`config.mk`:
```
export PLATFORM = sky130hd
export DESIGN_NAME = ppc_queue
export DESIGN_NICKNAME = d
export VERILOG_FILES = /design/src/rtl/assert_macros.svh /design/src/rtl/ppc_pkg.sv /design/src/rtl/ppc_queue.sv
export SDC_FILE = /design/constraint.sdc
export NUM_CORES = 1
export LEC_CHECK = 0
export BUFFER_PORTS_ARGS = -buffer_cell sky130_fd_sc_hd__buf_2
export CORE_ASPECT_RATIO = 0.75
export CORE_MARGIN = 5
export CORE_UTILIZATION = 45
export CTS_CLUSTER_SIZE = 25
export DETAILED_ROUTE_END_ITERATION = 16
export PLACE_DENSITY = 0.7
export SLEW_MARGIN = 20
export SYNTH_ARGS = -nofsm -noshare
export SYNTH_HDL_FRONTEND = slang
export SYNTH_SLANG_ARGS = --single-unit
export TNS_END_PERCENT = 30
```
`constraint.sdc`:
```
create_clock -name clock -period 10.5 [get_ports clock]
set_clock_uncertainty 0.15 [all_clocks]
set_input_delay 0.525 -clock clock [delete_from_list [all_inputs] [get_ports clock]]
set_output_delay 0.525 -clock clock [all_outputs]
set_load 0.03 [all_outputs]
```
`src/rtl/assert_macros.svh`:
```
// ---------------------------------------------------------------------------
// Assertion macros
// Shorthand for the concurrent checks used in the RTL.
// ---------------------------------------------------------------------------
`ifndef ASSERT_MACROS_SVH
`define ASSERT_MACROS_SVH

// same-cycle implication
`define PPC_ASSERT_IMPLY(name, clk, rst, ante, cons) \
   name: assert property (@(posedge clk) disable iff (rst) (ante) |-> (cons)) \
      else $error("assertion failed");

// next-cycle implication
`define PPC_ASSERT_NEXT(name, clk, rst, ante, cons) \
   name: assert property (@(posedge clk) disable iff (rst) (ante) |=> (cons)) \
      else $error("assertion failed");

`endif

```
`src/rtl/ppc_pkg.sv`:
```
// ---------------------------------------------------------------------------
// ppc_pkg
// Types, constants and log-likelihood tables for the consensus column caller.
// ---------------------------------------------------------------------------
`default_nettype none

package ppc_pkg;

   localparam int MaxPhred    = 60;
   localparam int LogFracBits = 16;
   localparam int TableTop    = 60;
   localparam int QualTop     = (MaxPhred < TableTop) ? MaxPhred : TableTop;
   localparam int AccW        = 40;
   localparam int ExpCutoff   = 24;

   localparam logic [2:0] BaseN = 3'd4;

   localparam int        CsrIndexW     = 2;
   localparam logic [CsrIndexW-1:0] CSR_ERR_FLOOR = 2'd0;
   localparam logic [CsrIndexW-1:0] CSR_QUAL_MIN  = 2'd1;

   localparam logic [30:0] EInvQ32     = 31'd1580030169;
   localparam logic [25:0] TenLog10Q24 = 26'd50504453;

   localparam logic [63:0] Ln4E10      = 64'd13862943611;
   localparam logic [63:0] Ln3E10      = 64'd10986122887;
   localparam logic [63:0] Ln10TenthE10 = 64'd2302585093;
   localparam logic [63:0] UnitE10     = 64'd10000000000;

   localparam logic [63:0] MatchMagE10 [0:TableTop] = '{
      64'd13862943611, 64'd13862943611, 64'd9968430441, 64'd6955244713,
      64'd5076758734, 64'd3801304079, 64'd2892681873, 64'd2225515160,
      64'd1725565729, 64'd1345520003, 64'd1053605157, 64'd827653027,
      64'd651741732, 64'd514182742, 64'd406248442, 64'd321335740,
      64'd254397275, 64'd201543648, 64'd159758692, 64'd126691702,
      64'd100503359, 64'd79749983, 64'd63295629, 64'd50244739,
      64'd39890173, 64'd31672882, 64'd25150465, 64'd19972555,
      64'd15861505, 64'd12597185, 64'd10005003, 64'd7946439,
      64'd6311565, 64'd5013129, 64'd3981864, 64'd3162778,
      64'd2512202, 64'd1995461, 64'd1585019, 64'd1259005,
      64'd1000050, 64'd794360, 64'd630977, 64'd501200,
      64'd398115, 64'd316233, 64'd251192, 64'd199528,
      64'd158491, 64'd125893, 64'd100001, 64'd79433,
      64'd63096, 64'd50119, 64'd39811, 64'd31623,
      64'd25119, 64'd19953, 64'd15849, 64'd12589,
      64'd10000
   };

   typedef logic signed [31:0] ll_row_type [0:TableTop];

   // magnitude in 1e-10 units, rounded half up to Q(LogFracBits), negated
   function automatic ll_row_type build_table(input logic mismatch);
      ll_row_type  r;
      logic [63:0] mag;
      logic [63:0] v;
      for (int q = 0; q <= TableTop; q++) begin
         if (mismatch) begin
            mag = (q < 2) ? Ln4E10 : Ln10TenthE10 * 64'(q) + Ln3E10;
         end else begin
            mag = MatchMagE10[q];
         end
         v    = (mag * (64'd1 << LogFracBits) + UnitE10 / 2) / UnitE10;
         r[q] = -$signed(v[31:0]);
      end
      return r;
   endfunction

   localparam ll_row_type MatchLl    = build_table(1'b0);
   localparam ll_row_type MismatchLl = build_table(1'b1);

   typedef struct packed {
      logic [3:0][AccW-1:0] ll;
      logic                 called;
   } column_type;

   typedef struct packed {
      logic        start;
      logic [35:0] rem_init;
      logic [31:0] dividend;
      logic [34:0] divisor;
   } div_req_type;

   typedef struct packed {
      logic        done;
      logic [31:0] quotient;
   } div_rsp_type;

endpackage

`default_nettype wire

```
`src/rtl/ppc_queue.sv`:
```
// ---------------------------------------------------------------------------
// ppc_queue
// Two-entry queue of closed columns between front and back.
// ---------------------------------------------------------------------------
`default_nettype none

module ppc_queue (
   input  wire logic                clock,
   input  wire logic                reset,
   input  wire logic                push,
   input  ppc_pkg::column_type      push_col,
   output logic                     full,
   input  wire logic                pop,
   output logic                     head_valid,
   output ppc_pkg::column_type      head
);

   ppc_pkg::column_type slot_ff [2];
   logic       wr_ff, wr_in, rd_ff, rd_in;
   logic [1:0] cnt_ff, cnt_in;

   assign full       = (cnt_ff == 2'd2);
   assign head_valid = (cnt_ff != 2'd0);
   assign head       = slot_ff[rd_ff];

   always_comb begin
      wr_in  = push ? !wr_ff : wr_ff;
      rd_in  = pop ? !rd_ff : rd_ff;
      cnt_in = cnt_ff + 2'(push) - 2'(pop);
   end

   always_ff @(posedge clock) begin
      if (push) begin
         slot_ff[wr_ff] <= push_col;
      end
   end

   always_ff @(posedge clock) begin
      if (reset) begin
         wr_ff  <= 1'b0;
         rd_ff  <= 1'b0;
         cnt_ff <= 2'd0;
      end else begin
         wr_ff  <= wr_in;
         rd_ff  <= rd_in;
         cnt_ff <= cnt_in;
      end
   end

endmodule

`default_nettype wire

```
* Yosys cells after proc, flatten, opt, wreduce, memory -nomap -nowiden
Memories as Yosys holds them, arrays and structs flattened. A register that Yosys moved wholly into a read port is not among the register bits.
Cells that the tools add are included.
** Storage, ports and cells
- Register bits :: 4
- Bits in latches :: 0
- Memory bits (writable) :: 322
- ROM bits :: 0
- Logic and storage cells :: 14
- Memories kept :: 1
** Cells by class
- Add/sub/neg operators :: 2
- Multiply operators :: 0
- Divide/modulo/power cells :: 0
- $lt $le $gt $ge :: 0
- Equality and inequality tests :: 1
- Shifts and indexed selects :: 0
- Multiplexer cells :: 4
- Bitwise operators :: 0
- Reduce and logical (&&, ||, !) cells :: 3
** Memories
- slot_ff :: depth 2, bits a word 161, rd ports 1, clocked after Yosys merged registers in 1, wr ports 1, line ppc_queue.sv:18 : ppc_pkg::column_type slot_ff [2];
** Operators with widths (number)
- 2-to-1 mux 1 bit :: 4
- adder 2 x 1 -> 2 bit :: 1
- == test 2 bit (second input constant) :: 1
- logical NOT 1 bit :: 2
- nonzero test 2 bit :: 1
- subtractor 2 x 1 -> 2 bit :: 1

* Longest topological paths before layout
- Word-level depth :: 3
- Depth in mapped cells :: 6
- Mapped depth without buffers :: 6

* Worst setup path before layout
Ideal clock, no wire load.
- Path type :: input port to flip-flop
- Start point :: input push
- End point :: memory slot_ff[0][0] (netlist name), enable pin
- Library setup time :: 703 ps
- Arrival time :: 7483 ps
- Data required time :: 9647 ps
- Slack :: 2164 ps
- Cell stages on the path :: 1
- Buffers on the path :: 0
- Path through :: nor2b_1
** Between the ends
- Longest elaborated chain between the ends :: 2
** RTL lines
- start: declaration :: line ppc_queue.sv:10 : input wire logic push,
- 2-to-1 mux 1 bit :: line ppc_queue.sv:33 : if (push) begin
- 2-to-1 mux 1 bit (not written as such) :: line ppc_queue.sv:34 : slot_ff[wr_ff] <= push_col;
- end: declaration :: line ppc_queue.sv:18
No other way between the ends.

==> metrics.yaml <==
worstPathArrival_ns: 3.08
grt_pass1_wl_mm: 40.8
die_x_um: 200
status: "completed"
netlist_area_mm2: 0.0122
syn_inst: 522
tightest_slew_ns: 1.08
drv_cap: 0
grt_pass1_vias: 7122
yosys.area.top_type_share_pct: 79.3
drive_above_1_share_pct: 51.9
cts.clk_slew.worst_paths_ns: 0.06
r2r_slack_ns: 8.08
antenna_found_initial: 0
finalInstanceArea_mm2: 0.0166
synth.net_count: 689
grt_util_met3_pct: 4.81
num_antenna_cells: 0
setup_viol: 0
gp_congestion: 0.739
rsz0062_at_grt: "no"
gr-total-overflow: 0
maxSlewHeadroom_pct: 28.0
synth_cell_types: 14
cts-buffers-inserted: 31
r2r_end: "slot_ff[0][146]"
grt_start_max_net_pins: 78
worstPathRequired_ns: 9.83
clk_latency_ns: 0.54
die-area_mm2: 0.0305
vias: 6658
grt_usage_pct: 16.7
ctsLongestPathBuffers: 3
postCtsSetupBuffers: 0
critPathMaxFanout: 57
reg2reg_depth: 2
synth-seq-area-share_pct: 80.1
num-nets-final: 1186
crit_type: "reg -> out"
power.density_mw_per_mm2: 187
syn_avg_cell_area_um2: 23.4
drt-vias-per-instance: 4.79
drt_iter0_drc: 349
dp_slack_ns: 7.25
cts.repair.resized: 0
yosysTopAreaCell: "edfxtp_1"
multiInputGateArea_mm2: 0.00227
dr.pass1.iters: 4
n_fill_cell: 1910
h-tree-depth: 1
wl_per_cell_um: 19.2
crit_end: "head[160]"
grt.met1_usage_pct: 22.0
vdd_ir_drop_max_v: 0.000122
regArea_mm2: 0.00977
synth_seq_cells: 327
fin_hold_ws_ns: 0.0355
wl_mm: 26.7
start_util_pct: 45.4
drv_slew: 0
startpoint_type: "register"
synth_area_leaders: "edfxtp_1 79%, mux2_4 11%, mux2_2 6.6%"
max_freq_mhz: 266
dp_hpwl_mm: 16.6
area_delta_synth_final_pct: 36.2
post-route-min-period_ns: 3.76
dpl_cell_area_mm2: 0.0142
ant_nets: 0
fp.coreArea_mm2: 0.0269
setup_slack_ns: 6.74
ioPinCount: 328
postCtsHoldBufs: 145
cts-root-buf: "clkbuf_16"
fp.dieH_um: 153
fin_setup_tns_ns: 0
utilization_pct: 61.8
period_share_pct: 35.8
rows: 52
yosys_warnings: 0
hold_violations: 0
cts_tree: "built"
hp-class: "in -> reg"
drt_drc_violations_left: 0
port_buffers: 327
cts_sinks: 327
busiest_layer: "met2"
crit_path_end_kind: "output port"
reg2reg_from: "wr_ff"
cellLeakagePower_uw: 0.00648
grt_util_met2_pct: 28.0
-- state kept, by name (all words and copies together) (netlist names), named ones only --
register / cells
slot_ff: 322
cnt_ff: 2
rd_ff: 1
wr_ff: 1
-- cell usage after synthesis --
cell type / number
and2_1: 1
buf_2: 7
buf_6: 11
dfxtp_1: 5
edfxtp_1: 322
ha_1: 2
inv_1: 2
mux2_2: 71
mux2_4: 90
nor2_1: 4
nor2b_1: 3
or2_2: 1
xnor2_1: 2
xnor3_1: 1
-- final cells by class --
| type | instances | area share [%] |
|---|---|---|
| clock buffer | 45 | 5.29 |
| clock inverter | 9 | 0.437 |
| sequential | 327 | 58.8 |
| timing repair buffer | 482 | 19.1 |
| tap | 351 | 2.64 |
| multi-input combinational | 175 | 13.7 |
| inverter | 2 | 0.0452 |
-- how the worst min path moves through the flow --
| stage | startpoint | endpoint | slack, ns | cells after the start |
|---|---|---|---|---|
| final | push_col[68] | slot_ff[1][68] | 0.04 | 1 |
| after global routing | push_col[70] | slot_ff[0][70] | 0.0005 | 1 |
| after CTS | push_col[68] | slot_ff[1][68] | 0.0008 | 1 |
| after detailed placement | rd_ff | rd_ff | 0.36 | 2 |
| after global placement | rd_ff | register | 0.34 | 2 |
| after floorplan | rd_ff | register | 0.33 | 2 |
-- cell families (layout without fill, tap and decap cells) --
group | Yosys count | in the layout | share of synthesized area (%)
DFF | 327 | 327 | 80.1
adders and majority gates | 2 | 2 | 0.205
buffers and inverters | 20 | 538 | 1.36
muxes | 161 | 161 | 17.6
and+or+nand+nor | 9 | 9 | 0.380
xor gates and xnor gates | 3 | 3 | 0.328
-- layer usage --
layer  part of all wire [%]  up-vias
met5                      0        -
met4                    2.3        0
met3                    6.9       35
met2                     49      257
met1                     42     3298
li1                       -     3068
-- cells in the final DEF, fill, tap and decap left out --
master	n
buf_2	327
edfxtp_1	322
dlygate4sd3_1	149
mux2_4	90
mux2_2	71
clkbuf_16	31
clkbuf_1	9
buf_4	6
clkbuf_8	5
nor2_1	4
dfxtp_1	4
clkinv_2	3
clkinv_1	3
inv_1	2
nor2b_1	2
xnor2_1	2
ha_1	2
or2_2	1
and2_4	1
nor2b_4	1
xnor3_1	1
dfxtp_4	1
inv_6	1
clkinvlp_4	1
bufinv_16	1
-- report_power, final --
group	switching, µW	total, µW	leakage (µW)	internal [µW]
registers	29.2	1550	0.00306	1530
logic	288	494	0.00295	206
clock network	451	1050	0.000464	600
total	769	3100	0.00648	2330
-- critical path, stage by stage, from the launching register on --
cell and delay (ns):
dfxtp_4 0.95, buf_4 0.95, mux2_2 0.42, buf_2 0.18
-- through the flow --
step / std cells / power [µW]
final: 1391 / 3100
after global routing: 1391 / 3220
after floorplan: 522 / 1910
after detailed placement: 1188 / 2030
after global placement: 1188 / 2020
after CTS: 1387 / 3130
Power figures use the tool's default switching activity.
