===== src/rtl/assert_macros.svh =====
// ---------------------------------------------------------------------------
// Assertion macros
// Shorthand for the concurrent checks used in the RTL.
// ---------------------------------------------------------------------------
`ifndef ASSERT_MACROS_SVH
`define ASSERT_MACROS_SVH

// same-cycle implication
`define PPC_ASSERT_IMPLY(name, clk, rst, ante, cons) \
   name: assert property (@(posedge clk) disable iff (rst) (ante) |-> (cons)) \
      else $error("assertion failed");

// next-cycle implication
`define PPC_ASSERT_NEXT(name, clk, rst, ante, cons) \
   name: assert property (@(posedge clk) disable iff (rst) (ante) |=> (cons)) \
      else $error("assertion failed");

`endif


===== src/rtl/ppc_pkg.sv =====
// ---------------------------------------------------------------------------
// ppc_pkg
// Types, constants and log-likelihood tables for the consensus column caller.
// ---------------------------------------------------------------------------
`default_nettype none

package ppc_pkg;

   localparam int MaxPhred    = 60;
   localparam int LogFracBits = 16;
   localparam int TableTop    = 60;
   localparam int QualTop     = (MaxPhred < TableTop) ? MaxPhred : TableTop;
   localparam int AccW        = 40;
   localparam int ExpCutoff   = 24;

   localparam logic [2:0] BaseN = 3'd4;

   localparam int        CsrIndexW     = 2;
   localparam logic [CsrIndexW-1:0] CSR_ERR_FLOOR = 2'd0;
   localparam logic [CsrIndexW-1:0] CSR_QUAL_MIN  = 2'd1;

   localparam logic [30:0] EInvQ32     = 31'd1580030169;
   localparam logic [25:0] TenLog10Q24 = 26'd50504453;

   localparam logic [63:0] Ln4E10      = 64'd13862943611;
   localparam logic [63:0] Ln3E10      = 64'd10986122887;
   localparam logic [63:0] Ln10TenthE10 = 64'd2302585093;
   localparam logic [63:0] UnitE10     = 64'd10000000000;

   localparam logic [63:0] MatchMagE10 [0:TableTop] = '{
      64'd13862943611, 64'd13862943611, 64'd9968430441, 64'd6955244713,
      64'd5076758734, 64'd3801304079, 64'd2892681873, 64'd2225515160,
      64'd1725565729, 64'd1345520003, 64'd1053605157, 64'd827653027,
      64'd651741732, 64'd514182742, 64'd406248442, 64'd321335740,
      64'd254397275, 64'd201543648, 64'd159758692, 64'd126691702,
      64'd100503359, 64'd79749983, 64'd63295629, 64'd50244739,
      64'd39890173, 64'd31672882, 64'd25150465, 64'd19972555,
      64'd15861505, 64'd12597185, 64'd10005003, 64'd7946439,
      64'd6311565, 64'd5013129, 64'd3981864, 64'd3162778,
      64'd2512202, 64'd1995461, 64'd1585019, 64'd1259005,
      64'd1000050, 64'd794360, 64'd630977, 64'd501200,
      64'd398115, 64'd316233, 64'd251192, 64'd199528,
      64'd158491, 64'd125893, 64'd100001, 64'd79433,
      64'd63096, 64'd50119, 64'd39811, 64'd31623,
      64'd25119, 64'd19953, 64'd15849, 64'd12589,
      64'd10000
   };

   typedef logic signed [31:0] ll_row_type [0:TableTop];

   // magnitude in 1e-10 units, rounded half up to Q(LogFracBits), negated
   function automatic ll_row_type build_table(input logic mismatch);
      ll_row_type  r;
      logic [63:0] mag;
      logic [63:0] v;
      for (int q = 0; q <= TableTop; q++) begin
         if (mismatch) begin
            mag = (q < 2) ? Ln4E10 : Ln10TenthE10 * 64'(q) + Ln3E10;
         end else begin
            mag = MatchMagE10[q];
         end
         v    = (mag * (64'd1 << LogFracBits) + UnitE10 / 2) / UnitE10;
         r[q] = -$signed(v[31:0]);
      end
      return r;
   endfunction

   localparam ll_row_type MatchLl    = build_table(1'b0);
   localparam ll_row_type MismatchLl = build_table(1'b1);

   typedef struct packed {
      logic [3:0][AccW-1:0] ll;
      logic                 called;
   } column_type;

   typedef struct packed {
      logic        start;
      logic [35:0] rem_init;
      logic [31:0] dividend;
      logic [34:0] divisor;
   } div_req_type;

   typedef struct packed {
      logic        done;
      logic [31:0] quotient;
   } div_rsp_type;

endpackage

`default_nettype wire


===== src/rtl/ppc_channels.sv =====
// ---------------------------------------------------------------------------
// ppc channels
// Valid/ready channel interfaces for read beats, results and CSR writes.
// ---------------------------------------------------------------------------
`default_nettype none

interface ppc_req_if;
   logic       valid;
   logic       ready;
   logic [2:0] read_base;
   logic [5:0] read_quality;
   logic       column_end;
   modport source (output valid, read_base, read_quality, column_end, input ready);
   modport sink   (input valid, read_base, read_quality, column_end, output ready);
endinterface


`default_nettype wire


===== src/rtl/ppc_front.sv =====
// ---------------------------------------------------------------------------
// ppc_front
// Accumulates per-base log-likelihoods and hands closed columns to the queue.
// ---------------------------------------------------------------------------
`default_nettype none

module ppc_front (
   input  wire logic                clock,
   input  wire logic                reset,
   ppc_req_if.sink                  req,
   input  wire logic                q_full,
   output logic                     push,
   output ppc_pkg::column_type      push_col
);

   logic [3:0][ppc_pkg::AccW-1:0] acc_ff, acc_in, acc_sum;
   logic                          called_ff, called_in;
   logic                          take, hit;
   logic [5:0]                    qi;
   logic signed [31:0]            t_match, t_mis, t_sel;
   logic signed [ppc_pkg::AccW:0] s;

   assign req.ready = !q_full;
   assign take      = req.valid && req.ready;
   assign hit       = take && (req.read_base < 3'd4);
   assign qi        = (req.read_quality > 6'(ppc_pkg::QualTop)) ?
                      6'(ppc_pkg::QualTop) : req.read_quality;
   assign t_match   = ppc_pkg::MatchLl[qi];
   assign t_mis     = ppc_pkg::MismatchLl[qi];

   // saturate below at -2^39; table entries are never positive
   always_comb begin
      for (int b = 0; b < 4; b++) begin
         t_sel = (req.read_base[1:0] == 2'(b)) ? t_match : t_mis;
         s = $signed({acc_ff[b][ppc_pkg::AccW-1], acc_ff[b]}) + 41'(t_sel);
         if (s < -$signed(41'(1) <<< (ppc_pkg::AccW - 1))) begin
            acc_sum[b] = {1'b1, {(ppc_pkg::AccW-1){1'b0}}};
         end else begin
            acc_sum[b] = s[ppc_pkg::AccW-1:0];
         end
      end
   end

   assign push            = take && req.column_end;
   assign push_col.ll     = hit ? acc_sum : acc_ff;
   assign push_col.called = called_ff || hit;

   always_comb begin
      acc_in    = acc_ff;
      called_in = called_ff;
      if (push) begin
         acc_in    = '0;
         called_in = 1'b0;
      end else if (hit) begin
         acc_in    = acc_sum;
         called_in = 1'b1;
      end
   end

   always_ff @(posedge clock) begin
      if (reset) begin
         acc_ff    <= '0;
         called_ff <= 1'b0;
      end else begin
         acc_ff    <= acc_in;
         called_ff <= called_in;
      end
   end

endmodule

`default_nettype wire


===== src/flat_wrapper.sv =====
// flat-port wrapper written by rule: the top's interface ports become plain ports
module ppc_front_flat 
  (clock, reset, q_full, push, push_col, req_valid, req_read_base, req_read_quality, req_column_end, req_ready);
  ppc_req_if req_i ();
  input  wire logic clock;
  input  wire logic reset;
  input  wire logic q_full;
  output logic push;
  output ppc_pkg::column_type push_col;
  input wire logic [$bits(req_i.valid)-1:0] req_valid;
  input wire logic [$bits(req_i.read_base)-1:0] req_read_base;
  input wire logic [$bits(req_i.read_quality)-1:0] req_read_quality;
  input wire logic [$bits(req_i.column_end)-1:0] req_column_end;
  output wire logic [$bits(req_i.ready)-1:0] req_ready;
  assign req_i.valid = req_valid;
  assign req_i.read_base = req_read_base;
  assign req_i.read_quality = req_read_quality;
  assign req_i.column_end = req_column_end;
  assign req_ready = req_i.ready;
  ppc_front u_core (.clock(clock), .reset(reset), .req(req_i), .q_full(q_full), .push(push), .push_col(push_col));
endmodule

===== config.mk =====
export PLATFORM = sky130hd
export DESIGN_NAME = ppc_front_flat
export DESIGN_NICKNAME = d
export VERILOG_FILES = /design/src/rtl/assert_macros.svh /design/src/rtl/ppc_pkg.sv /design/src/rtl/ppc_channels.sv /design/src/rtl/ppc_front.sv /design/src/flat_wrapper.sv
export SDC_FILE = /design/constraint.sdc
export NUM_CORES = 1
export LEC_CHECK = 0
export BUFFER_PORTS_ARGS = -buffer_cell sky130_fd_sc_hd__buf_2
export CELL_PAD_IN_SITES_DETAIL_PLACEMENT = 1
export CELL_PAD_IN_SITES_GLOBAL_PLACEMENT = 1
export CORE_MARGIN = 3
export CORE_UTILIZATION = 48
export CTS_CLUSTER_DIAMETER = 60
export DETAILED_ROUTE_END_ITERATION = 10
export GPL_TIMING_DRIVEN = 1
export MAX_ROUTING_LAYER = met4
export PLACE_DENSITY = 0.95
export SLEW_MARGIN = 20
export SYNTH_ARGS = -nofsm -noshare
export SYNTH_HDL_FRONTEND = slang
export SYNTH_SLANG_ARGS = --single-unit

===== constraint.sdc =====
create_clock -name clock -period 19.95 [get_ports clock]
set_clock_uncertainty 0.2 [all_clocks]
set_input_delay 3.99 -clock clock [delete_from_list [all_inputs] [get_ports clock]]
set_output_delay 3.99 -clock clock [all_outputs]
set_load 0.01 [all_outputs]

Yosys cells after proc, flatten, opt, wreduce, memory -nomap -nowiden --
Memory sizes are Yosys's and may differ from the RTL's. Index checks and enable logic that the tools add are counted. W data, S select, Z words.
Word-level totals: logic and storage cells 43, memories kept 2, flip-flop bits (word level) 161, input port bits 14, bits in read-only memories 4096, memory bits (writable) 0, latch bits 0
Cells by class: eq/ne operators 3, muxes and demuxes 14, $lt $le $gt $ge 7, divide/modulo/power cells 0, multipliers 0, reduce and logical (&&, ||, !) cells 7, shift operators 0, bitwise operators 1, add/sub/neg operators 4
Memory list:
- (no name shown) | depth 64, bits a word 32, read ports 1, clocked after memory_dff 0, write ports 0, line ppc_front.sv:29 | assign t_mis = ppc_pkg::MismatchLl[qi];
- (no name shown) | depth 64, bits a word 32, read ports 1, clocked after memory_dff 0, write ports 0, line ppc_front.sv:28 | assign t_match = ppc_pkg::MatchLl[qi];
Operators with widths (number):
- $mux W32 | 8
- $add A40 B32 Y41 | 4
- $lt A41 B40 Y1 const B | 4
- $mux W160 | 1
- $mux W40 | 4
- $ge A7 B7 Y1 const B | 1
- $not A6 Y7 | 1
- $gt A6 B6 Y1 const B | 1
- $mux W6 | 1
- $eq A2 B2 Y1 const B | 2
- $logic_and A1 B1 Y1 | 3
- $lt A3 B3 Y1 const B | 1
- $eq A2 B1 Y1 const B | 1
- $logic_not A2 Y1 | 1
- $reduce_or A2 Y1 | 1
- $logic_not A1 Y1 | 1
- $logic_or A1 B1 Y1 | 1

Longest topological paths before layout --
depth after elaboration 11, depth in mapped cells 25

Worst setup path before layout --
OpenSTA, ideal clock, no wires.
path kind input to output, from input port req_read_quality[3], to output port push_col[38] (netlist name), path buffers 3, data arrival time 9.005 ns, path slack 6.755 ns, stages 24, cells stage by stage clkbuf_1 > nand2_1 > o21ai_0 > inv_1 > ha_1 > clkbuf_1 > a21oi_1 > mux2i_1 > a211oi_1 > a31oi_1 > mux2i_1 > ha_1 > inv_1 > fa_1 > nand2b_1 > a21o_1 > a211o_1 > a211oi_1 > o21ai_0 > o21a_1 > a31o_1 > buf_6 > or4_4 > nand3_1
RTL lines:
- start, declared | line flat_wrapper.sv:12 | input wire logic [$bits(req_i.read_quality)-1:0] req_read_quality;
- end, declared | line flat_wrapper.sv:9 | output ppc_pkg::column_type push_col;

==> summary.txt <==
Worst setup path
  • Critical Path End Type: output pin
  • Worst Setup EP: push_col[128]
  • R2r setup slk: around 16 ns
  • Setup crit start: req_read_quality[4]
  • Crit path DAT: 11.93 ns
  • R2R cell count: 13
  • Worst r2r dst: u_core.acc_ff[54]$_SDFF_PP0_
  • Critical path class: primary input to output pin
  • Worst R2R Start: u_core.acc_ff[40]$_SDFF_PP0_
  • Max FO, Critical Path: between 70 and 80
  • Setup crit start kind: primary input
  • Data required time of the worst path: about 16 ns

Drt
  • Initial DRT Pass Iterations: 7
  • Total routed wirelength: 75800 um
  • DR iter-0 viols: 1781
  • WL/cell: roughly 24 um
  • Via count: 21200
  • Vias/cell: between 6 and 7
  • DRC viols: 0
  • ANT nets after route: 0

Synth
  • Synth area leader: dfxtp_1
  • Syn_nets: 2843
  • XOR/XNOR Fraction of Synth Area: 0.0647
  • Fraction of registers with async set/reset: 0
  • Most area-consuming cells after synthesis: dfxtp_1, ha_1, nand2_1, a21oi_1, o21ai_0
  • Mean Syn Cell Area: between 7 and 8 um2
  • Mapped Area: around 19000 um2
  • Synth Instances: 2644
  • Combinational family with the most area after synthesis: compound AO/OA/AOI/OAI gates
  • Post-synthesis mux area share: 0.0232
  • Sequential fraction of the synthesis area: 0.171
  • Yosys reg bits: ~160
  • Post-synth EDFFs: 0
  • Yosys warning count: 0
  • Adder-cell share of the synthesized area: 0.125
  • Simple-Gate Fraction of Synth Area: 0.229
  • Synth Area in Compound Gates: 0.336
  • Distinct cells, synth: between 90 and 100
  • Top-area cell type share of the netlist area: 0.171
  • Ys flop type: dfxtp_1

Layout
  • Fin cells: ~3200
  • Most frequent cells in the layout: nand2_1, a21oi_1, o21ai_0
  • # diodes: 0
  • Area growth syn-to-layout: 8.78%
  • Commonest non-fill, non-tap cell in the layout: nand2_1
  • Finished Cell Area: a little over 20000 um2
  • Fillers: between 4000 and 5000
  • Share of cells above drive strength 1: 0.102
  • Final net count: between 2000 and 3000

Clock tree
  • Clk buf depth: 2
  • Clock Sinks: 161
  • # Post-CTS Setup Buffers: 0
  • Hold Buf Count CTS: 0
  • Clk slew on worst S/H paths: ~0.070 ns
  • Post_cts resized: 0
  • Num CTS Buffers: 17
  • CTS H-tree lvls: 4
  • CTS tree: yes
  • Root Driver: clkbuf_16
  • Clock latency on the worst-skew pair: between 0.4 and 0.5 ns

Worst hold path
  • Worst hold start: u_core.acc_ff[155]$_SDFF_PP0_
  • Hold Path Class: register to register

Timing
  • Slew Limit Fails: 0
  • Setup tns final: 0 ns
  • Achievable Freq: between 60 and 70 MHz
  • Final setup violation count: 0
  • Slew at the pin closest to its max-slew limit: between 1 and 1.5 ns
  • Final hold vios: 0
  • Period minus WS final: approximately 16 ns
  • Min Hold Slack: roughly 0.29 ns
  • Slew Limit Headroom: 0.202
  • Period utilization: 0.808
  • RSZ-0062 raised after global routing: false

Place
  • PortBufs: roughly 180
  • Dpl cells: about 3200
  • Post-DP HPWL: around 56000 um
  • Placed Area: 19900 um2
  • GP Congestion: roughly 1.0

Floorplanning
  • Die Y: about 200 um
  • Initial Util: 0.493
  • I/O pin total: ~180
  • Row Count: 71
  • Die area: approximately 42000 um2
  • Area of the core: about 38000 um2
  • Die W: approximately 200 um

Power and ir drop
  • Leak: about 0.01 uW
  • Flop pwr share: 0.180
  • Psw: between 1000 and 1500 uW
  • Power Density: approximately 110 nW/um2
  • Cell Int Power: roughly 1000 uW
  • Worst VDD drop: 0.0000710 V
  • Sw Share: 0.515
  • Comb pwr share: 0.654
  • Clk network pwr share: 0.167

Global routing
  • First-pass GRT wire length: between 100000 and 150000 um
  • Gr usage total: 0.364
  • Total overflow reported by the global router: 0
  • Antenna violations before repair: 0
  • Largest net degree at the start of global routing: around 220
  • Number of global-route vias before repair: 21466

Outcome
  • Outcome: finished, final reports clean

Flow run
  • Max-capacitance violation count: 0
[metal layers]
layer / routed length, um / vias to the layer above / global-route usage
li1: - / 9786 / -
met1: 32200 / 10310 / 0.459
met2: 35000 / 885 / 0.585
met3: 5330 / 219 / 0.0518
met4: 3280 / 0 / 0.156
met5: 0 / - / -
[flip-flops by register name, summed over array words and instances (netlist names)]
| register | cells |
|---|---|
| u_core.called_ff | 1 |
| u_core.acc_ff | 160 |
[critical path, stage by stage]
cell and delay [ns]:
buf_2 0.08, buf_4 0.59, nand2_1 0.29, o21ai_0 0.72
inv_1 0.40, ha_1 0.48, nor2_1 0.42, a21oi_1 0.08
mux2i_1 0.21, a211oi_1 0.10, a31oi_1 0.70, mux2i_1 0.26
ha_1 0.32, fa_1 0.46, a211oi_1 0.25, o21ai_0 0.22
o21bai_1 0.42, a211oi_1 0.20, a311o_1 0.32, o21ai_1 0.33
o211ai_4 0.37, a21boi_0 0.46, inv_1 0.07, buf_2 0.15
[final cells by class]
type | instances | area [um2] | area share
clock buffers | 18 | 439 | 0.0215
clock inverters | 14 | 158 | 0.00771
inverters | 72 | 270 | 0.0132
multi-input cells | 2243 | 14700 | 0.717
flip-flops and latches | 161 | 3220 | 0.158
well taps | 511 | 639 | 0.0313
repair buffers | 198 | 1060 | 0.0517
[synthesized netlist by cell type, types with 15 or more instances]
cell / n
nand4_1: 43
o21ai_0: 186
mux2i_1: 38
a21o_1: 93
o21bai_1: 26
o31ai_1: 89
nand2_1: 378
and3_1: 19
a32o_1: 19
buf_1: 15
nor2_1: 172
nor3_1: 30
xnor2_1: 65
a31oi_1: 36
nand3_1: 42
nand2b_1: 21
a21oi_1: 268
inv_1: 70
ha_1: 181
a21boi_0: 16
clkbuf_1: 130
and2_1: 133
xor2_1: 74
or3_1: 17
o211ai_1: 30
a211oi_1: 36
nor2b_1: 18
dfxtp_1: 161
[how the worst min path moves through the flow]
stage | endpoint | cells after the start
after floorplan | u_core.acc_ff[22]$_SDFF_PP0_ | 2
after global placement | u_core.acc_ff[22]$_SDFF_PP0_ | 2
after detailed placement | u_core.acc_ff[155]$_SDFF_PP0_ | 2
after CTS | u_core.acc_ff[155]$_SDFF_PP0_ | 2
after global routing | u_core.acc_ff[30]$_SDFF_PP0_ | 2
final | u_core.acc_ff[155]$_SDFF_PP0_ | 2
[power groups by stage]
stage | combinational (uW) | sequential, uW | clock [uW]
after detailed placement | 1350 | 391 | 0
after floorplan | 978 | 380 | 0
final | 1400 | 386 | 358
after CTS | 1370 | 385 | 361
after global placement | 1300 | 390 | 0
after global routing | 1520 | 388 | 372
[logic make-up after synthesis]
kind of cell | count (synthesis)
AND/OR/NAND/NOR | 914
buffers and inverters | 240
XOR/XNOR | 139
multiplexers | 41
adder cells (fa/ha/maj) | 185
AO/OA/AOI/OAI | 964
flip-flops | 161
[per-stage QoR]
| stage | power, uW | setup slack [ns] | utilization |
|---|---|---|---|
| finish | 2150 | 3.83 | 0.537 |
| global route | 2280 | 3.58 | 0.537 |
| CTS | 2120 | 3.98 | 0.537 |
| detailed placement | 1740 | 3.98 | 0.521 |
| global placement | 1690 | 4.37 | 0.521 |
| floorplan | 1360 | 6.76 | - |
Note: power is estimated with default switching activity, not from simulation.
